--- config.mk ---
export PLATFORM = sky130hd
export DESIGN_NAME = kbr_ram
export DESIGN_NICKNAME = d
export VERILOG_FILES = /design/src/rtl/core/kbr_ram.sv
export SDC_FILE = /design/constraint.sdc
export NUM_CORES = 1
export LEC_CHECK = 0
export BUFFER_PORTS_ARGS = -buffer_cell sky130_fd_sc_hd__buf_2
export CAP_MARGIN = 20
export CORE_MARGIN = 5
export CORE_UTILIZATION = 40
export CTS_CLUSTER_DIAMETER = 50
export CTS_CLUSTER_SIZE = 25
export DETAILED_ROUTE_END_ITERATION = 10
export SYNTH_ARGS = -nofsm -noshare
export SYNTH_HDL_FRONTEND = slang
export SYNTH_SLANG_ARGS = --single-unit
--- constraint.sdc ---
create_clock -name clk_i -period 1.9 [get_ports clk_i]
set_input_delay 0.38 -clock clk_i [delete_from_list [all_inputs] [get_ports clk_i]]
set_output_delay 0.38 -clock clk_i [all_outputs]
set_load 0.005 [all_outputs]
--- src/rtl/core/kbr_ram.sv ---
module kbr_ram #(
  parameter int unsigned WIDTH = 8,
  parameter int unsigned DEPTH = 8
) (
  input  logic                     clk_i,
  input  logic                     we_i,
  input  logic [$clog2(DEPTH)-1:0] waddr_i,
  input  logic [WIDTH-1:0]         wdata_i,
  input  logic [$clog2(DEPTH)-1:0] raddr_i,
  output logic [WIDTH-1:0]         rdata_o
);
  logic [WIDTH-1:0] mem_q [DEPTH];

  always_ff @(posedge clk_i) begin
    if (we_i) begin
      mem_q[waddr_i] <= wdata_i;
    end
    rdata_o <= mem_q[raddr_i];
  end
endmodule

# [Word-level counts from Yosys, hierarchy flattened]
# Memory sizes are Yosys's and may differ from the RTL's. A register that Yosys moved wholly into a read port is not among the register bits.
# Index checks and enable logic that the tools add are counted.
[totals] ff_bits=0 ramBits=64 inputBits=16 out_inout_bits=8 wordCells=3 n_memories=1
[classes] muxes=2
[memory_table] memory="mem_q" depth=8 width=8 rd=1 rd_ports_with_merged_regs=1 write_ports=1 line_no="12" source="logic [WIDTH-1:0] mem_q [DEPTH];"
[op_table] op="$mux 1" n=2

# [Logic depth before layout (Yosys ltp)]
[depth] depth_word=2 mapped_depth=4 mapped_depth_nobuf=2

# [Worst setup path before layout]
# No wires, ideal clock.
[synth_path] path_type="input port to flip-flop" startpoint="in waddr_i[2]" endpoint="mem mem_q[0][0] (enable)" setup_time_ns=0.383 arrival_time_ns=1.157 required_ns=1.517 slack_ns=0.359 path_stages=2 cell_sequence="nand2b_1 nor3_1"
[synth_lines] element="start, declared" line_no="7" source="input logic [$clog2(DEPTH)-1:0] waddr_i,"
[synth_lines] element="end, declared" line_no="12"
# No word-level cell before the write port.

==> results.sh <==
export IMPL_status="complete, no violations"
export IMPL_yosysTopAreaCell="edfxtp_1"
export IMPL_synth_seq_cells=72
export IMPL_crit_type="input pin to register"
export IMPL_crit_arrival_ns=1.49
export IMPL_final_cell_area_um2=3170
export IMPL_antenna_found_initial=0
export IMPL_cp_end_kind="register"
export IMPL_root_buffer="clkbuf_8"
export IMPL_leakage_nw=1.13
export IMPL_cts_buffers=9
export IMPL_drt_pass1_iterations=6
export IMPL_initial_core_util_pct=41.7
export IMPL_cp_cell_sequence="buf_2 > buf_12 > mux4_1 > mux2_2"
export IMPL_postPlaceCellArea_um2=2940
export IMPL_wl_mm=4.68
export IMPL_drv_cap=0
export IMPL_crit_required_ns=2.13
export IMPL_hold_buffers=0
export IMPL_clock_path_buffers=2
export IMPL_io_buffers=23
export IMPL_worst_slew_pin_slew_ns=0.396
export IMPL_drive_above_1_share_pct=35.7
export IMPL_cp_max_fo=16
export IMPL_synth_nets=130
export IMPL_finalPower_mw=3.37
export IMPL_finClkSkew_ns=0.00372
export IMPL_cts_tree="yes"
export IMPL_finalSetupTns_ns=0
export IMPL_setup_slack_ns=0.632
export IMPL_ant_nets=0
export IMPL_yosys_area_share_simple_pct=2.19
export IMPL_wire_per_inst_um=20.0
export IMPL_post_cts_buffers=0
export IMPL_gp_congestion=0.666
export IMPL_via_per_inst=5.17
export IMPL_syn_area_um2=2690
export IMPL_min_period_ns=1.27
export IMPL_antennaDiodeCount=0
export IMPL_path_clk_slew_ns=0.07
export IMPL_cp_slowest_stage_delay_ns=0.57
export IMPL_synth_compound_area_share_pct=0
export IMPL_muxShareOfSynthArea_pct=18.8
export IMPL_slowest_stage="mux4_1"
export IMPL_final_core_util_pct=49.1
export IMPL_clk_latency_ns=0.33
export IMPL_area_growth_pct=17.9
export IMPL_grt_pass1_wl_mm=7.20
export IMPL_syn_inst=114
export IMPL_hpwl_mm=2.77
export IMPL_die_y_um=92.0
export IMPL_max_freq_mhz=789
export IMPL_vdd_ir_drop_max_uv=508
export IMPL_design_core_area_um2=6460
export IMPL_vias=1210
export IMPL_die_w_um=92.0
export IMPL_regArea_um2=2080
export IMPL_worstSetupStartpointType="input pin"
export IMPL_htreeDepth=3
export IMPL_multi_input_area_um2=566
export IMPL_synth_top_cell_area_share_pct=71.4
export IMPL_hold_violations=0
export IMPL_final_nets=168
export IMPL_synthAdderAreaFrac_pct=0
export IMPL_slew_violations=0
export IMPL_ios=24
export IMPL_drt_iter0_drc=46
export IMPL_dieArea_um2=8470
export IMPL_num_fill_cells=535
export IMPL_finalCritPeriodShare_pct=66.7
export IMPL_clock_sinks=72
export IMPL_avgSynthCellArea_um2=23.6
export IMPL_num_rows=29
export IMPL_synth_xor_area_share_pct=0
export IMPL_ys_warn_count=0
export IMPL_slew_headroom_pct=73.6
export IMPL_grt_start_max_net_pins=17
export IMPL_hold_class="input pin to register"
export IMPL_grt_overflow_total=0
export IMPL_cts_resized=0
export IMPL_power_density_nw_per_um2=1060
export IMPL_grt_pass1_vias=1338
export IMPL_preCtsSetupSlack_ns=0.266
export IMPL_drc_errors=0
export IMPL_synth_cell_types=14
export IMPL_synth_area_top_cells="edfxtp_1, mux4_1, dfxtp_1"
export IMPL_synth_top_family_by_area="multiplexers"
export IMPL_rsz0062_at_grt="false"
export IMPL_setup_viol=0
export IMPL_grt_usage_pct=12.1
export IMPL_yosysSeqAreaShare_pct=77.4
[worst paths after layout]
| check | cells past startpoint | end | from | slack, ns |
|---|---|---|---|---|
| min | 1 | mem_q[0][6] | wdata_i[6] | 0.31 |
| max | 4 | rdata_o[1] | raddr_i[0] | 0.63 |
| min reg2reg | 2 | rdata_o[2] | mem_q[0][2] | 0.67 |
| max reg2reg | 2 | rdata_o[4] | mem_q[3][4] | 0.64 |
[cells by family after synthesis]
family | count (synthesis)
buf+inv | 5
flops | 72
mux | 24
simple gates | 13
[Yosys cell counts]
cell type	n
clkbuf_1	1
edfxtp_1	64
nor3_1	2
mux4_2	1
buf_6	1
nand2b_1	3
buf_2	1
nor2_1	6
mux2_2	8
buf_12	1
nand2_1	2
mux4_1	15
dfxtp_1	8
buf_1	1
[worst max-delay path: cells and delay by family]
family / cells / cell delay [ns]
buffers and inverters: 2 / 0.27
muxes: 2 / 0.84
[stage by stage]
stage / std cells / hold WS [ns]
detailed placement: 218 / 0.659
finish: 234 / 0.315
global placement: 218 / 0.635
global route: 234 / 0.297
floorplan: 114 / 0.479
CTS: 234 / 0.299
[registers in the layout (all words and copies together) (netlist names)]
signal,count
rdata_o,8
mem_q,64
[cell type report]
| class | count | area share (%) |
|---|---|---|
| multi-input combinational | 37 | 17.8 |
| sequential | 72 | 65.6 |
| clock buffer | 10 | 4.02 |
| timing repair buffer | 32 | 6.15 |
| clock inverter | 6 | 3.39 |
| tap | 77 | 3.04 |
[layout by cell type (no fill, tap or decap), drive strengths merged]
cell,netlist,routed
nand2b,3,3
clkinv,0,2
nand2,2,2
clkinvlp,0,1
buf,4,32
bufinv,0,3
nor3,2,2
nor2,6,6
edfxtp,64,64
mux4,16,16
clkbuf,1,10
dfxtp,8,8
mux2,8,8
[layer usage]
metal | up-vias | track usage, % | wire length (µm)
li1 | 556 | - | -
met1 | 622 | 14.8 | 2130
met2 | 26 | 19.3 | 2300
met3 | 6 | 5.07 | 192
met4 | 0 | 4.08 | 53
met5 | - | 0 | 0
[power breakdown]
| part | internal [mW] | switching (mW) |
|---|---|---|
| clock | 0.868 | 0.528 |
| combinational | 0.0893 | 0.0850 |
| sequential | 1.79 | 0.0119 |
No activity file was read; power rests on OpenSTA's default activity.
